File: config.mk
export PLATFORM = sky130hd
export DESIGN_NAME = ipv4_header_builder_flat
export DESIGN_NICKNAME = d
export VERILOG_FILES = /design/src/design/ipv4hb_pkg.sv /design/src/design/ipv4hb_if.sv /design/src/design/ipv4hb_front.sv /design/src/design/ipv4hb_queue.sv /design/src/design/ipv4hb_back.sv /design/src/design/ipv4_header_builder.sv /design/src/flat_wrapper.sv
export SDC_FILE = /design/constraint.sdc
export NUM_CORES = 1
export LEC_CHECK = 0
export BUFFER_PORTS_ARGS = -buffer_cell sky130_fd_sc_hd__buf_4
export CAP_MARGIN = 20
export CORE_ASPECT_RATIO = 1.4
export CORE_MARGIN = 4
export CORE_UTILIZATION = 55
export CTS_CLUSTER_SIZE = 25
export DETAILED_ROUTE_END_ITERATION = 16
export GPL_ROUTABILITY_DRIVEN = 0
export PLACE_DENSITY = 0.79
export REMOVE_ABC_BUFFERS = 1
export SLEW_MARGIN = 5
export SYNTH_ARGS = -nofsm -noshare
export SYNTH_HDL_FRONTEND = slang
export SYNTH_HIERARCHICAL = 1
export SYNTH_SLANG_ARGS = --single-unit
File: constraint.sdc
create_clock -name clk_i -period 18.7 [get_ports clk_i]
set_clock_uncertainty 0.2 [all_clocks]
set_input_delay 5.61 -clock clk_i [delete_from_list [all_inputs] [get_ports clk_i]]
set_output_delay 5.61 -clock clk_i [all_outputs]
set_load 0.05 [all_outputs]
File: src/design/ipv4hb_pkg.sv
// ----------------------------------------------------------------------------
// ipv4hb_pkg
// Types and constants shared by the IPv4 header builder modules.
// ----------------------------------------------------------------------------
package ipv4hb_pkg;

  localparam int unsigned HdrWords = 5;
  localparam int unsigned QueueDepth = 2;

  localparam logic [7:0]  VerIhl      = 8'h45;
  localparam logic [16:0] HdrBytes    = 17'd20;
  localparam logic [7:0]  TtlReset    = 8'd64;
  localparam logic [15:0] IdBaseReset = 16'd1234;

  typedef logic [2:0] word_idx_t;

  localparam word_idx_t WdVerLen   = 3'd0;
  localparam word_idx_t WdIdent    = 3'd1;
  localparam word_idx_t WdTtlCsum  = 3'd2;
  localparam word_idx_t WdSrc      = 3'd3;
  localparam word_idx_t WdDst      = 3'd4;

  typedef enum logic [0:0] {
    CFG_TTL     = 1'b0,
    CFG_ID_BASE = 1'b1
  } cfg_reg_e;

  typedef logic [0:0]  cfg_idx_t;
  typedef logic [15:0] cfg_data_t;

  // One header as it travels from the front end to the word sequencer.
  typedef struct packed {
    logic [15:0] total_len;
    logic        len_ovf;
    logic [15:0] ident;
    logic [7:0]  ttl;
    logic [7:0]  protocol;
    logic [15:0] checksum;
    logic [31:0] src;
    logic [31:0] dst;
  } hdr_t;

endpackage

File: src/design/ipv4hb_if.sv
// ----------------------------------------------------------------------------
// ipv4hb_req_if / ipv4hb_word_if
// Valid/ready channels for header requests and header words.
// ----------------------------------------------------------------------------
interface ipv4hb_req_if;
  logic        valid;
  logic        ready;
  logic [15:0] payload_length;
  logic [7:0]  protocol;
  logic [31:0] source_addr;
  logic [31:0] dest_addr;

  modport source (
    output valid, payload_length, protocol, source_addr, dest_addr,
    input  ready
  );
  modport sink (
    input  valid, payload_length, protocol, source_addr, dest_addr,
    output ready
  );
endinterface

interface ipv4hb_word_if;
  logic        valid;
  logic        ready;
  logic [31:0] header_word;
  logic [2:0]  word_index;
  logic        last_word;
  logic        length_overflow;

  modport source (
    output valid, header_word, word_index, last_word, length_overflow,
    input  ready
  );
  modport sink (
    input  valid, header_word, word_index, last_word, length_overflow,
    output ready
  );
endinterface

File: src/design/ipv4hb_front.sv
// ----------------------------------------------------------------------------
// ipv4hb_front
// Accepts requests, fills in the header fields and the checksum, and pushes
// the finished header into the queue.
// ----------------------------------------------------------------------------
module ipv4hb_front (
  input  logic                 clk_i,
  input  logic                 rst_ni,
  input  logic                 cfg_we_i,
  input  ipv4hb_pkg::cfg_idx_t  cfg_idx_i,
  input  ipv4hb_pkg::cfg_data_t cfg_data_i,
  input  logic                 req_valid_i,
  output logic                 req_ready_o,
  input  logic [15:0]          payload_length_i,
  input  logic [7:0]           protocol_i,
  input  logic [31:0]          source_addr_i,
  input  logic [31:0]          dest_addr_i,
  output logic                 push_o,
  output ipv4hb_pkg::hdr_t      push_hdr_o,
  input  logic                 full_i
);
  import ipv4hb_pkg::*;

  logic [7:0]  ttl_q, ttl_d;
  logic [15:0] id_base_q, id_base_d;
  logic [15:0] pkt_cnt_q, pkt_cnt_d;
  logic        stg_valid_q, stg_valid_d;
  hdr_t        stg_q, stg_d;
  logic        accept;
  logic [16:0] total;
  logic [18:0] sum;
  logic [16:0] fold1;
  logic [15:0] fold2;

  assign req_ready_o = !stg_valid_q || !full_i;
  assign accept      = req_valid_i && req_ready_o;
  assign push_o      = stg_valid_q && !full_i;

  always_comb begin
    ttl_d     = ttl_q;
    id_base_d = id_base_q;
    if (cfg_we_i) begin
      case (cfg_reg_e'(cfg_idx_i))
        CFG_TTL:     ttl_d     = cfg_data_i[7:0];
        CFG_ID_BASE: id_base_d = cfg_data_i;
        default:     ;
      endcase
    end
  end

  always_comb begin
    total                 = {1'b0, payload_length_i} + HdrBytes;
    stg_d                 = stg_q;
    stg_valid_d           = stg_valid_q;
    pkt_cnt_d             = pkt_cnt_q;
    if (push_o) begin
      stg_valid_d = 1'b0;
    end
    if (accept) begin
      stg_valid_d        = 1'b1;
      stg_d.total_len    = total[15:0];
      stg_d.len_ovf      = total[16];
      stg_d.ident        = id_base_q + pkt_cnt_q;
      stg_d.ttl          = ttl_q;
      stg_d.protocol     = protocol_i;
      stg_d.checksum     = '0;
      stg_d.src          = source_addr_i;
      stg_d.dst          = dest_addr_i;
      pkt_cnt_d          = pkt_cnt_q + 16'd1;
    end
  end

  // Ones'-complement sum of the ten header halfwords, checksum field as zero.
  always_comb begin
    sum = 19'({VerIhl, 8'h00}) + 19'(stg_q.total_len) + 19'(stg_q.ident)
        + 19'({stg_q.ttl, stg_q.protocol})
        + 19'(stg_q.src[31:16]) + 19'(stg_q.src[15:0])
        + 19'(stg_q.dst[31:16]) + 19'(stg_q.dst[15:0]);
    fold1 = 17'(sum[18:16]) + 17'(sum[15:0]);
    fold2 = fold1[15:0] + 16'(fold1[16]);
    push_hdr_o          = stg_q;
    push_hdr_o.checksum = ~fold2;
  end

  always_ff @(posedge clk_i or negedge rst_ni) begin
    if (!rst_ni) begin
      ttl_q       <= TtlReset;
      id_base_q   <= IdBaseReset;
      pkt_cnt_q   <= '0;
      stg_valid_q <= 1'b0;
    end else begin
      ttl_q       <= ttl_d;
      id_base_q   <= id_base_d;
      pkt_cnt_q   <= pkt_cnt_d;
      stg_valid_q <= stg_valid_d;
    end
  end

  always_ff @(posedge clk_i) begin
    stg_q <= stg_d;
  end

endmodule

File: src/design/ipv4hb_queue.sv
// ----------------------------------------------------------------------------
// ipv4hb_queue
// Short first-in first-out queue of finished headers.
// ----------------------------------------------------------------------------
module ipv4hb_queue (
  input  logic            clk_i,
  input  logic            rst_ni,
  input  logic            push_i,
  input  ipv4hb_pkg::hdr_t push_hdr_i,
  output logic            full_o,
  input  logic            pop_i,
  output logic            empty_o,
  output ipv4hb_pkg::hdr_t head_o
);
  import ipv4hb_pkg::*;

  localparam int unsigned PtrW = (QueueDepth > 1) ? $clog2(QueueDepth) : 1;
  localparam int unsigned CntW = $clog2(QueueDepth + 1);

  hdr_t            mem_q [QueueDepth];
  logic [PtrW-1:0] wr_ptr_q, wr_ptr_d;
  logic [PtrW-1:0] rd_ptr_q, rd_ptr_d;
  logic [CntW-1:0] cnt_q, cnt_d;

  assign full_o  = (cnt_q == CntW'(QueueDepth));
  assign empty_o = (cnt_q == '0);
  assign head_o  = mem_q[rd_ptr_q];

  function automatic logic [PtrW-1:0] ptr_inc(input logic [PtrW-1:0] p);
    logic [PtrW-1:0] r;
    if (p == PtrW'(QueueDepth - 1)) begin
      r = '0;
    end else begin
      r = p + PtrW'(1);
    end
    return r;
  endfunction

  always_comb begin
    wr_ptr_d = push_i ? ptr_inc(wr_ptr_q) : wr_ptr_q;
    rd_ptr_d = pop_i  ? ptr_inc(rd_ptr_q) : rd_ptr_q;
    cnt_d    = cnt_q + CntW'(push_i) - CntW'(pop_i);
  end

  always_ff @(posedge clk_i or negedge rst_ni) begin
    if (!rst_ni) begin
      wr_ptr_q <= '0;
      rd_ptr_q <= '0;
      cnt_q    <= '0;
    end else begin
      wr_ptr_q <= wr_ptr_d;
      rd_ptr_q <= rd_ptr_d;
      cnt_q    <= cnt_d;
    end
  end

  always_ff @(posedge clk_i) begin
    if (push_i) begin
      mem_q[wr_ptr_q] <= push_hdr_i;
    end
  end

endmodule

File: src/design/ipv4hb_back.sv
// ----------------------------------------------------------------------------
// ipv4hb_back
// Walks the header at the head of the queue into the output register, one
// word per cycle while the receiver keeps ready high.
// ----------------------------------------------------------------------------
module ipv4hb_back (
  input  logic            clk_i,
  input  logic            rst_ni,
  input  logic            empty_i,
  input  ipv4hb_pkg::hdr_t head_i,
  output logic            pop_o,
  output logic            out_valid_o,
  input  logic            out_ready_i,
  output logic [31:0]     header_word_o,
  output logic [2:0]      word_index_o,
  output logic            last_word_o,
  output logic            length_overflow_o
);
  import ipv4hb_pkg::*;

  localparam word_idx_t LastIdx = word_idx_t'(HdrWords - 1);

  word_idx_t   widx_q, widx_d;
  logic        out_valid_q, out_valid_d;
  logic [31:0] word_q, word_d;
  word_idx_t   oidx_q;
  logic        last_q;
  logic        ovf_q;
  logic        load;

  assign load  = !empty_i && (!out_valid_q || out_ready_i);
  assign pop_o = load && (widx_q == LastIdx);

  always_comb begin
    case (widx_q)
      WdVerLen:  word_d = {VerIhl, 8'h00, head_i.total_len};
      WdIdent:   word_d = {head_i.ident, 16'h0000};
      WdTtlCsum: word_d = {head_i.ttl, head_i.protocol, head_i.checksum};
      WdSrc:     word_d = head_i.src;
      WdDst:     word_d = head_i.dst;
      default:   word_d = '0;
    endcase
  end

  always_comb begin
    widx_d      = widx_q;
    out_valid_d = out_valid_q;
    if (out_valid_q && out_ready_i) begin
      out_valid_d = 1'b0;
    end
    if (load) begin
      out_valid_d = 1'b1;
      widx_d      = (widx_q == LastIdx) ? '0 : widx_q + word_idx_t'(1);
    end
  end

  always_ff @(posedge clk_i or negedge rst_ni) begin
    if (!rst_ni) begin
      widx_q      <= '0;
      out_valid_q <= 1'b0;
    end else begin
      widx_q      <= widx_d;
      out_valid_q <= out_valid_d;
    end
  end

  always_ff @(posedge clk_i) begin
    if (load) begin
      word_q <= word_d;
      oidx_q <= widx_q;
      last_q <= (widx_q == LastIdx);
      ovf_q  <= head_i.len_ovf;
    end
  end

  assign out_valid_o       = out_valid_q;
  assign header_word_o     = word_q;
  assign word_index_o      = oidx_q;
  assign last_word_o       = last_q;
  assign length_overflow_o = ovf_q;

endmodule

File: src/design/ipv4_header_builder.sv
// ----------------------------------------------------------------------------
// ipv4_header_builder
// Builds a 20-byte IPv4 header with checksum for each request.
// ----------------------------------------------------------------------------
// Usage: each word on the req channel carries a payload length, a protocol
// number and the source and destination addresses. For each one the hdr
// channel delivers five header words in network order, word_index 0 to 4,
// with last_word on the fifth and length_overflow on all five when the
// total length wrapped. TTL and the identification base are set through the
// write port (index 0 and 1) while no request is in flight.
// Flow: an accepted request is registered in the front stage, pushed into
// the header queue and loaded word by word into the output register, whose
// single channel carries one word per cycle while ready is high; a request
// may be accepted in every cycle while the two-entry header queue has room.
// Reset: TTL returns to 64, the identification base to 1234 and the packet
// counter to zero; the queue and the output register are emptied.
// Stall: when the receiver holds ready low the current word stays on the
// port, the queue fills and then req ready drops until space returns.
// ----------------------------------------------------------------------------
module ipv4_header_builder (
  input  logic                  clk_i,
  input  logic                  rst_ni,
  input  logic                  cfg_we_i,
  input  ipv4hb_pkg::cfg_idx_t  cfg_idx_i,
  input  ipv4hb_pkg::cfg_data_t cfg_data_i,
  ipv4hb_req_if.sink            req,
  ipv4hb_word_if.source         hdr
);
  import ipv4hb_pkg::*;

  logic push, full, pop, empty;
  hdr_t push_hdr, head;

  ipv4hb_front u_front (
    .clk_i            (clk_i),
    .rst_ni           (rst_ni),
    .cfg_we_i         (cfg_we_i),
    .cfg_idx_i        (cfg_idx_i),
    .cfg_data_i       (cfg_data_i),
    .req_valid_i      (req.valid),
    .req_ready_o      (req.ready),
    .payload_length_i (req.payload_length),
    .protocol_i       (req.protocol),
    .source_addr_i    (req.source_addr),
    .dest_addr_i      (req.dest_addr),
    .push_o           (push),
    .push_hdr_o       (push_hdr),
    .full_i           (full)
  );

  ipv4hb_queue u_queue (
    .clk_i      (clk_i),
    .rst_ni     (rst_ni),
    .push_i     (push),
    .push_hdr_i (push_hdr),
    .full_o     (full),
    .pop_i      (pop),
    .empty_o    (empty),
    .head_o     (head)
  );

  ipv4hb_back u_back (
    .clk_i             (clk_i),
    .rst_ni            (rst_ni),
    .empty_i           (empty),
    .head_i            (head),
    .pop_o             (pop),
    .out_valid_o       (hdr.valid),
    .out_ready_i       (hdr.ready),
    .header_word_o     (hdr.header_word),
    .word_index_o      (hdr.word_index),
    .last_word_o       (hdr.last_word),
    .length_overflow_o (hdr.length_overflow)
  );

endmodule
File: src/flat_wrapper.sv
// flat-port wrapper written by rule: the top's interface ports become plain ports
module ipv4_header_builder_flat import ipv4hb_pkg::*;
  (clk_i, rst_ni, cfg_we_i, cfg_idx_i, cfg_data_i, req_valid, req_payload_length, req_protocol, req_source_addr, req_dest_addr, req_ready, hdr_valid, hdr_header_word, hdr_word_index, hdr_last_word, hdr_length_overflow, hdr_ready);
  ipv4hb_req_if req_i ();
  ipv4hb_word_if hdr_i ();
  input  logic clk_i;
  input  logic rst_ni;
  input  logic cfg_we_i;
  input  ipv4hb_pkg::cfg_idx_t cfg_idx_i;
  input  ipv4hb_pkg::cfg_data_t cfg_data_i;
  input wire logic [$bits(req_i.valid)-1:0] req_valid;
  input wire logic [$bits(req_i.payload_length)-1:0] req_payload_length;
  input wire logic [$bits(req_i.protocol)-1:0] req_protocol;
  input wire logic [$bits(req_i.source_addr)-1:0] req_source_addr;
  input wire logic [$bits(req_i.dest_addr)-1:0] req_dest_addr;
  output wire logic [$bits(req_i.ready)-1:0] req_ready;
  output wire logic [$bits(hdr_i.valid)-1:0] hdr_valid;
  output wire logic [$bits(hdr_i.header_word)-1:0] hdr_header_word;
  output wire logic [$bits(hdr_i.word_index)-1:0] hdr_word_index;
  output wire logic [$bits(hdr_i.last_word)-1:0] hdr_last_word;
  output wire logic [$bits(hdr_i.length_overflow)-1:0] hdr_length_overflow;
  input wire logic [$bits(hdr_i.ready)-1:0] hdr_ready;
  assign req_i.valid = req_valid;
  assign req_i.payload_length = req_payload_length;
  assign req_i.protocol = req_protocol;
  assign req_i.source_addr = req_source_addr;
  assign req_i.dest_addr = req_dest_addr;
  assign req_ready = req_i.ready;
  assign hdr_valid = hdr_i.valid;
  assign hdr_header_word = hdr_i.header_word;
  assign hdr_word_index = hdr_i.word_index;
  assign hdr_last_word = hdr_i.last_word;
  assign hdr_length_overflow = hdr_i.length_overflow;
  assign hdr_i.ready = hdr_ready;
  ipv4_header_builder u_core (.clk_i(clk_i), .rst_ni(rst_ni), .cfg_we_i(cfg_we_i), .cfg_idx_i(cfg_idx_i), .cfg_data_i(cfg_data_i), .req(req_i), .hdr(hdr_i));
endmodule
=== Word-level counts from Yosys, hierarchy flattened ===
Memories as Yosys holds them, arrays and structs flattened.
Index checks and enable logic that the tools add are counted.

* $add $sub $neg: 17
* Equal/unequal tests: 5
* Mux-type cells: 10
* Bitwise gates (word level): 2
* Reduce and logical (&&, ||, !) cells: 17

{| class="wikitable"
|+ Operator list
! kind !! number
|-
| 32-bit case mux with 5 select lines || 1
|-
| 19-bit by 16-bit adder with 19-bit output || 4
|-
| 18-bit by 16-bit adder with 19-bit output || 1
|-
| 17-bit by 16-bit adder with 18-bit output || 1
|-
| 15-bit by 16-bit adder with 17-bit output (first input constant) || 1
|-
| 16-bit by 5-bit adder with 17-bit output (second input constant) || 1
|-
| 3-bit by 16-bit adder with 17-bit output || 1
|-
| 16-bit by 1-bit adder with 16-bit output || 1
|-
| 16-bit by 1-bit adder with 16-bit output (second input constant) || 1
|-
| 16-bit adder || 1
|-
| 16-bit NOT || 1
|-
| 1-bit two-way mux || 8
|-
| 3-bit by 2-bit == test with 1-bit output (second input constant) || 2
|-
| 1-bit logical AND || 5
|-
| 1-bit logical NOT || 4
|-
| 2-bit AND reduction || 2
|-
| 2-bit nonzero test || 2
|-
| 3-bit by 1-bit adder with 3-bit output (second input constant) || 1
|-
| 3-bit by 1-bit == test with 1-bit output (second input constant) || 1
|-
| 3-bit == test (second input constant) || 1
|-
| 3-bit logical NOT || 1
|-
| 3-bit two-way mux || 1
|-
| 1-bit adder (second input constant) || 2
|-
| 2-bit by 1-bit adder with 2-bit output || 1
|-
| 5 further kinds || 6
|}

* Register bits: 199
* Memory bits (writable): 258
* Word-level logic and storage cells: 72
* Memories kept: 1

{| class="wikitable"
|+ Memories
! memory !! depth !! width !! rd ports !! clocked after Yosys merged registers in !! wr ports !! RTL line !! RTL
|-
| u_core.u_queue.mem_q || 2 || 129 || 1 || 0 || 1 || ipv4hb_queue.sv:20 || <nowiki>hdr_t mem_q [QueueDepth];</nowiki>
|}

=== Longest topological paths before layout ===
Gate-level depths: netlist of the first run.

* Depth after elaboration: 10
* Gate-level depth with buffers: 37
* Mapped depth without buffers: 37

=== Cells and area by module ===
Netlist of the first run, hierarchy kept.

{| class="wikitable"
|+ Modules (own cells, without submodules)
! module !! instances !! cells each !! area each (um2)
|-
| ipv4hb_front || 1 || 859 || 9,987.1
|-
| ipv4hb_queue || 1 || 416 || 9,531.6
|-
| ipv4hb_back || 1 || 165 || 2,212.1
|}

=== Worst setup path after synthesis of the first run ===
Ideal clock, no wire load.

* Path type: input port to flip-flop
* From: input port req_valid
* To: register u_core.u_front.pkt_cnt_q[13]
* Setup time: 0.123 ns
* Arrival: 10.245 ns
* Required time: 18.377 ns
* Path slack: 8.132 ns
* Cell stages on the path: 6
* Path through: and2_1 -> clkbuf_1 -> nand4_1 -> nor3_1 -> nand3_1 -> xnor2_1

* Cells in the longest elaborated chain, start to end: 1

{| class="wikitable"
|+ Ends and longest elaborated chain
! element !! RTL line !! RTL
|-
| start: declaration || flat_wrapper.sv:11 || <nowiki>input wire logic [$bits(req_i.valid)-1:0] req_valid;</nowiki>
|-
| 1-bit logical AND || ipv4hb_front.sv:36 || <nowiki>assign accept = req_valid_i && req_ready_o;</nowiki>
|-
| via u_core.u_front.accept || ipv4hb_front.sv:29 || <nowiki>logic accept;</nowiki>
|-
| end signal: assignment || ipv4hb_front.sv:94 || <nowiki>pkt_cnt_q <= pkt_cnt_d;</nowiki>
|-
| end: declaration || ipv4hb_front.sv:26 || <nowiki>logic [15:0] pkt_cnt_q, pkt_cnt_d;</nowiki>
|}

The timed path passes the listed nets, and every way through them passes these cells.
A chain may end at the register's enable or synchronous reset.

==> impl_metrics.json, run 1 <==
{
  "status": "completed",
  "top_layer_used": "met4",
  "r2r_slack_ps": 9070,
  "drv_slew": 0,
  "drive_gt1_frac": 0.264,
  "viasPerCell": 5.54,
  "endpoint_kind": "register",
  "period_needed_ps": 9630,
  "fin_nets": 1871,
  "yosysSeqAreaShare": 0.621,
  "grt_max_degree": 75,
  "critPathArrivalTime_ps": 9810,
  "grt_usage": 0.215,
  "worst_pin_slew_ps": 1070,
  "root_buffer": "clkbuf_16",
  "maxCapViolations": 0,
  "grt_pass1_wl_mm": 71.2,
  "cts_setup_buffers": 0,
  "start_util": 0.561,
  "die_y_um": 243,
  "ant_nets": 0,
  "tritoncts": "yes",
  "synth-edff-count": 408,
  "first_pass_iters": 5,
  "cpPeakStageDelay_ps": 560,
  "fmax_mhz": 104,
  "drt_iter0_drc": 930,
  "rows": 85,
  "yosysTopAreaCellShare": 0.564,
  "fp.dieW_um": 176,
  "dieArea_sq_um": 42800,
  "drc": 0,
  "hold_path.class": "reg2reg",
  "boundaryPins": 149,
  "finalHoldViolations": 0,
  "fillerInstances": 2776,
  "synth_flop_cell": "edfxtp_1",
  "yosys.area.top_type": "edfxtp_1",
  "netlist_area_sq_um": 21700,
  "r2r_end": "u_core/u_queue/mem_q[0][79]",
  "setup_viol": 0,
  "slowest_stage": "fa_1",
  "min_path_cells": 0,
  "finalWirelength_mm": 45.8,
  "wl_per_cell_um": 21.1,
  "syn_area_per_cell_sq_um": 15.1,
  "clock_sinks": 457,
  "fin_setup_tns_ps": 0,
  "n_antenna_cell": 0,
  "regToRegStartpoint": "u_core/u_front/push_hdr_o[50]",
  "start_kind": "register",
  "async_flop_share": 0.107,
  "synth-seq-cells": 457,
  "synth.distinct_cells": 79,
  "period_share": 0.515,
  "cts_repair_resize_count": 0,
  "clock_path_buffers": 3,
  "slew_headroom": 0.287,
  "reg2reg_depth": 37,
  "detailed_place_hpwl_mm": 31.5,
  "io_buffers": 148,
  "overflow": 0,
  "cts_max_level": 2,
  "worstSetupPathType": "reg2reg",
  "antenna_found_initial": 0,
  "holdBufCountCts": 0,
  "grt_pass1_vias": 12800,
  "met1_length_mm": 17.1,
  "rsz0062_at_grt": "false",
  "routed-wl-met3_mm": 2.44,
  "min_to": "u_core/u_queue/mem_q[1][112]",
  "cts_buffers": 44,
  "final_common_cell": "edfxtp_1",
  "core_sq_um": 38700,
  "worst_hold_startpoint": "u_core/u_front/push_hdr_o[112]",
  "vias": 12100,
  "yosys_warnings": 6,
  "path_clk_slew_ps": 60,
  "crit_top_cell": "inv_1",
  "syn_inst": 1440,
  "syn2layout_area_growth_pct": 14.5,
  "netlist_top_cells_area": "edfxtp_1 56%, mux2_2 8.5%, fa_1 7.5%",
  "crit_required_ps": 18880,
  "final_cell_mix": "408 x edfxtp_1, 247 x inv_1, 164 x mux2_2",
  "path_max_fanout": 5,
  "clock_latency_ps": 570,
  "wl_met2_mm": 25.1
}
metrics by stage:
stage	utilization	setup WS, ps	cells	area, sq um	hold WS, ps
global placement	0.604	9410	2093	23400	237
global route	0.643	8570	2175	24900	279
detailed placement	0.604	9190	2093	23400	243
finish	0.643	9070	2175	24900	254
CTS	0.643	9140	2175	24900	253
floorplan	-	8850	1408	21500	221
synthesized netlist by cell type (9+ instances only):
cell type  count
a22oi_1       11
mux2_2       164
nand2_1       39
nor3_1        13
a21oi_1       21
nor2_1        35
xnor2_1       54
a21o_1         9
ha_1          63
nand3_1       23
o21ai_0       16
xor2_1        23
dfrtp_1       43
buf_6         12
fa_1          81
a32o_1        10
edfxtp_1     408
nor2b_1       13
a221o_1       10
a222oi_1      15
buf_2          9
inv_1        247
cell type report:
type                    count  area (sq um)  area share
multi-input cells         704          7100       0.285
repair buffers            163          1220      0.0492
clock inverters            30           345      0.0139
inverters                 247           927      0.0373
clock buffers              52          1150      0.0463
flip-flops and latches    457         13500       0.542
well taps                 522           653      0.0262
kinds of logic (layout without fill, tap and decap cells):
kind of cell	Yosys count	after routing	share of synthesized area
fa+ha+maj	144	144	0.111
simple gates	173	173	0.0409
buf+inv	279	492	0.0541
compound gates	137	137	0.0508
mux	171	171	0.0898
xor+xnor	79	79	0.0329
flops	457	457	0.621
worst max-delay path: cells and delay by family, from the launching register on:
kind | cells | cell delay, ps
fa+ha+maj | 9 | 3450
simple gates | 9 | 2470
compound gates | 11 | 2240
buf+inv | 7 | 450
flops | 1 | 360
xor+xnor | 1 | 250
how the worst max path moves through the flow:
stage	from	end	depth (start not counted)
global placement	u_core/u_front/push_hdr_o[2]	u_core/u_queue/mem_q[0][79]	37
floorplan	req_valid	u_core/u_front/pkt_cnt_q[13]	5
global route	u_core/u_front/push_hdr_o[50]	u_core/u_queue/mem_q[0][79]	37
detailed placement	u_core/u_front/push_hdr_o[50]	u_core/u_queue/mem_q[0][78]	36
CTS	u_core/u_front/push_hdr_o[2]	u_core/u_queue/mem_q[0][79]	37
finish	u_core/u_front/push_hdr_o[50]	u_core/u_queue/mem_q[0][79]	37
metal layers:
| layer | track usage | vias up |
|---|---|---|
| li1 | - | 5491 |
| met1 | 0.259 | 6071 |
| met2 | 0.403 | 406 |
| met3 | 0.0283 | 87 |
| met4 | 0.0622 | 0 |
| met5 | 0 | - |
state kept, by name, indices dropped and copies added (netlist names):
register,cells
u_core/u_front/stg_valid_q,1
u_core/u_back/length_overflow_o,1
u_core/u_back/last_word_o,1
u_core/u_back/header_word_o,32
u_core/u_queue/mem_q,258
u_core/u_front/id_base_q,16
u_core/u_front/ttl_q,8
u_core/u_queue/cnt_q,2
u_core/u_queue/wr_ptr_q,1
u_core/u_back/word_index_o,3
u_core/u_front/pkt_cnt_q,16
u_core/u_back/out_valid_o,1
u_core/u_queue/rd_ptr_q,1
u_core/u_front/push_hdr_o,113
u_core/u_back/widx_q,3
Power of run 1 is left out: the tool's default activity adds up to more than one toggle a clock period on the data nets, which glitch-free logic cannot reach.
==> run 2, diff against run 1 <==
- clock period: 18.7 -> 9.9 ns (I/O delays scaled with it)
==> run 2 against run 1 <==
Worst hold slack lost 10 ps. Final area increased by 0.23%. Die area unchanged. Routed wire length increased by 0.59%. Fmax up 1.8%. Count of clock-buffer cells in the layout fell by 2. Worst setup slack got worse by 8600 ps. Critical path depth is the same. Core utilization is 0.15 points higher. Final cell count barely moved.
==> impl_metrics.json, run 2 (same netlist as run 1, synthesis figures left out) <==
{
  "drt_iter0_drc": 1063,
  "tritoncts": "yes",
  "grtUsageMet3": 0.0311,
  "largest_register_ffs": 258,
  "viasPerCell": 5.51,
  "hold_path.class": "reg2reg",
  "maxCapViolations": 0,
  "final_cell_mix": "408 x edfxtp_1, 247 x inv_1, 164 x buf_4, 164 x mux2_2, 81 x fa_1",
  "fin_nets": 1872,
  "slowest_stage": "fa_1",
  "path_clk_slew_ps": 60,
  "grt_max_degree": 75,
  "cts_max_level": 2,
  "core_sq_um": 38700,
  "critPathArrivalTime_ps": 9580,
  "drc": 0,
  "overflow": 0,
  "global_route.usage.met1": 0.262,
  "boundaryPins": 149,
  "grt_usage": 0.216,
  "wl_per_cell_um": 21.2,
  "fillerInstances": 2802,
  "drv_slew": 0,
  "vias": 12000,
  "grt_pass1_wl_mm": 71.2,
  "final_common_cell": "edfxtp_1",
  "crit_top_cell": "inv_1",
  "start_util": 0.561,
  "worstSetupPathType": "reg2reg",
  "start_kind": "register",
  "n_antenna_cell": 0,
  "detailed_place_hpwl_mm": 31.3,
  "status": "completed",
  "crit_required_ps": 10020,
  "setup_viol": 0,
  "clock_latency_ps": 570,
  "busiest_layer": "met2",
  "endpoint_kind": "register",
  "worst_pin_slew_ps": 1080,
  "period_share": 0.956,
  "root_buffer": "clkbuf_16",
  "finalWirelength_mm": 46.1,
  "crit_family": "adder cells",
  "grt_pass1_vias": 12800,
  "first_pass_iters": 8,
  "cp-startpoint": "u_core/u_front/push_hdr_o[50]",
  "syn2layout_area_growth_pct": 14.8,
  "regToRegStartpoint": "u_core/u_front/push_hdr_o[50]",
  "rows": 85,
  "fp.dieW_um": 176,
  "regMostFlops": "u_core/u_queue/mem_q",
  "io_buffers": 148,
  "cts_buffers": 44,
  "die_y_um": 243,
  "path_max_fanout": 5,
  "cpPeakStageDelay_ps": 560,
  "critical_path_buf_inv_count": 8,
  "finalHoldViolations": 0,
  "fin_util": 0.644,
  "dieArea_sq_um": 42800,
  "clock_sinks": 457,
  "drive_gt1_frac": 0.267,
  "slew_headroom": 0.278,
  "use_met2": 0.395,
  "ant_nets": 0,
  "clock_path_buffers": 3,
  "antenna_found_initial": 0,
  "worst_hold_startpoint": "u_core/u_front/push_hdr_o[112]",
  "fmax_mhz": 106,
  "period_needed_ps": 9460
}
run 2: cell type report:
type / count / area (sq um) / share of cell area
clock buffers: 50 / 1140 / 0.0458
clock inverters: 32 / 384 / 0.0154
inverters: 247 / 927 / 0.0372
multi-input cells: 704 / 7110 / 0.285
flip-flops and latches: 457 / 13500 / 0.541
well taps: 522 / 653 / 0.0262
repair buffers: 164 / 1230 / 0.0494
run 2: metrics by stage:
step	hold slack (ps)	cells	setup TNS, ps	setup slack (ps)	cell area [sq um]
after floorplan	221	1408	0	1180	21500
after global placement	237	2093	0	607	23400
after detailed placement	234	2093	0	410	23400
after CTS	245	2175	0	334	24900
after global routing	269	2176	-3.92	-1.97	24900
final	244	2176	0	437	24900
run 2: what timing repair did:
action,CTS,global route
endpoints found under the setup margin,0,8
resized for setup,0,3
setup buffers,0,1
hold buffers,0,0
run 2: path summary, 6_finish.rpt:
| path | depth (start not counted) | slack, ps | endpoint |
|---|---|---|---|
| max | 37 | 440 | u_core/u_queue/mem_q[0][78] |
| min | 0 | 240 | u_core/u_queue/mem_q[0][112] |
| max reg2reg | 37 | 440 | u_core/u_queue/mem_q[0][78] |
| min reg2reg | 0 | 240 | u_core/u_queue/mem_q[0][112] |
| max in group asynchronous | 1 | 6800 | u_core/u_queue/rd_ptr_q |
| min in group asynchronous | 1 | 2220 | u_core/u_back/widx_q[2] |
run 2: worst register-to-register path, delay by kind of cell (launching register included):
kind / cells / cell delay (ps)
fa+ha+maj: 9 / 3460
simple gates: 10 / 2620
compound gates: 8 / 1620
buf+inv: 8 / 630
flops: 1 / 360
xor+xnor: 2 / 330
run 2: routing by layer:
metal	share of wire	up-vias	wire length [um]
li1	-	5491	-
met1	0.38	6059	17300
met2	0.54	362	25000
met3	0.055	78	2510
met4	0.028	0	1300
met5	0	-	0
Power of run 2 is left out for the same reason.
==> run 3, diff against run 2 <==
- CORE_MARGIN: 4 -> unset
==> run 3 against run 2 <==
Count of clock-buffer cells in the layout up 10. Final cell count about the same. Global-route usage up 1.6 points. Sequential cell count unchanged. Fmax up 2.0%. Die area down 5.8%. Final area down 0.77%. Core utilization down 0.49 points. Routed wire length down 1.8%. Register-to-register slack better by 190 ps. Via count down 0.18%. Critical path type unchanged.
==> impl_metrics.json, run 3 (same netlist as run 1, synthesis figures left out) <==
{
  "status": "completed",
  "boundaryPins": 149,
  "dp_cells": 2093,
  "tritoncts": "yes",
  "period_needed_ps": 9270,
  "cpPeakStageDelay_ps": 550,
  "holdBufCountCts": 0,
  "start_util": 0.561,
  "worstSetupPathType": "reg2reg",
  "worst_pin_slew_ps": 1120,
  "grt_usage": 0.231,
  "min_to": "u_core/u_front/push_hdr_o[95]",
  "root_buffer": "clkbuf_16",
  "start_kind": "register",
  "slowest_stage": "fa_1",
  "setup_viol": 0,
  "r2r_end": "u_core/u_queue/mem_q[1][78]",
  "cts_setup_buffers": 0,
  "worst_hold_startpoint": "u_core/u_front/ttl_q[7]",
  "rsz0062_at_grt": "false",
  "largest_register_ffs": 258,
  "viasPerCell": 5.50,
  "drv_slew": 0,
  "drive_gt1_frac": 0.264,
  "fin_nets": 1871,
  "syn2layout_area_growth_pct": 13.9,
  "core_sq_um": 38700,
  "clock_latency_ps": 560,
  "min_path_cells": 0,
  "path_clk_slew_ps": 60,
  "final_cell_mix": "408 x edfxtp_1, 247 x inv_1, 164 x mux2_2",
  "grt_max_degree": 78,
  "io_buffers": 148,
  "cts_buffers": 44,
  "fp.dieW_um": 170,
  "dieArea_sq_um": 40300,
  "grt_pass1_wl_mm": 69.9,
  "period_share": 0.937,
  "crit_top_cell": "inv_1",
  "reg2reg_depth": 36,
  "clock_sinks": 457,
  "endpoint_kind": "register",
  "slew_headroom": 0.252,
  "finalHoldViolations": 0,
  "die_y_um": 237,
  "clock_path_buffers": 3,
  "overflow": 0,
  "ant_nets": 0,
  "drt_iter0_drc": 972,
  "instances_no_fill": 2175,
  "regToRegStartpoint": "u_core/u_front/push_hdr_o[2]",
  "hold_path.class": "reg2reg",
  "fin_setup_tns_ps": 0,
  "antenna_found_initial": 1,
  "finalWirelength_mm": 45.3,
  "fmax_mhz": 108,
  "detailed_place_hpwl_mm": 31.0,
  "crit_required_ps": 10050,
  "final_common_cell": "edfxtp_1",
  "path_max_fanout": 5,
  "grt_pass1_vias": 12600,
  "vias": 12000,
  "first_pass_iters": 5,
  "wl_per_cell_um": 20.8,
  "regMostFlops": "u_core/u_queue/mem_q",
  "cts_max_level": 2,
  "rows": 85,
  "critPathArrivalTime_ps": 9420,
  "drc": 0,
  "maxCapViolations": 0,
  "r2r_slack_ps": 630
}
run 3: area by class of cell:
cell class                      count  area (sq um)
Sequential cell                   457         13500
Tap cell                          522           653
Inverter                          247           927
Timing Repair Buffer              163          1220
Antenna cell                        1          2.50
Multi-Input combinational cell    704          7120
Clock inverter                     21           121
Clock buffer                       60          1210
Fill cell                        2817         14000
run 3: critical path: cells and delay by family (launching register included):
kind / cells / cell delay [ps]
xor gates and xnor gates: 2 / 510
and+or+nand+nor: 10 / 2590
DFF: 1 / 380
adders and majority gates: 9 / 3430
AOI/OAI and AO/OA: 8 / 1500
buffers and inverters: 7 / 460
run 3: per-stage QoR:
step / hold WS [ps] / utilization / area (sq um) / setup slack [ps]
3_3_place_gp: 239 / 0.604 / 23400 / 612
6_report: 260 / 0.639 / 24800 / 625
4_1_cts: 265 / 0.639 / 24700 / 338
2_1_floorplan: 221 / - / 21500 / 1180
5_1_grt: 282 / 0.639 / 24700 / 33.3
3_5_place_dp: 249 / 0.604 / 23400 / 369
run 3: per-layer routing:
| layer | wire (um) | global-route usage |
|---|---|---|
| met5 | 0 | 0 |
| met4 | 1370 | 0.0789 |
| met3 | 2150 | 0.0325 |
| met2 | 24400 | 0.417 |
| met1 | 17400 | 0.284 |
run 3: how the worst max path moves through the flow:
stage,start,end,depth (start not counted)
4_1_cts,u_core/u_front/push_hdr_o[2],u_core/u_queue/mem_q[1][78],36
3_5_place_dp,u_core/u_front/push_hdr_o[2],u_core/u_queue/mem_q[1][78],36
5_1_grt,u_core/u_front/push_hdr_o[2],u_core/u_queue/mem_q[1][78],36
2_1_floorplan,u_core/u_front/push_hdr_o[2],u_core/u_queue/mem_q[0][79],37
6_report,u_core/u_front/push_hdr_o[2],u_core/u_queue/mem_q[1][78],36
3_3_place_gp,u_core/u_front/push_hdr_o[2],u_core/u_queue/mem_q[0][78],36
run 3: timing repair:
item,in CTS,in global routing
setup endpoints to repair,0,10
gates resized for setup,0,5
hold endpoints to repair,0,0
Power of run 3 is left out for the same reason.
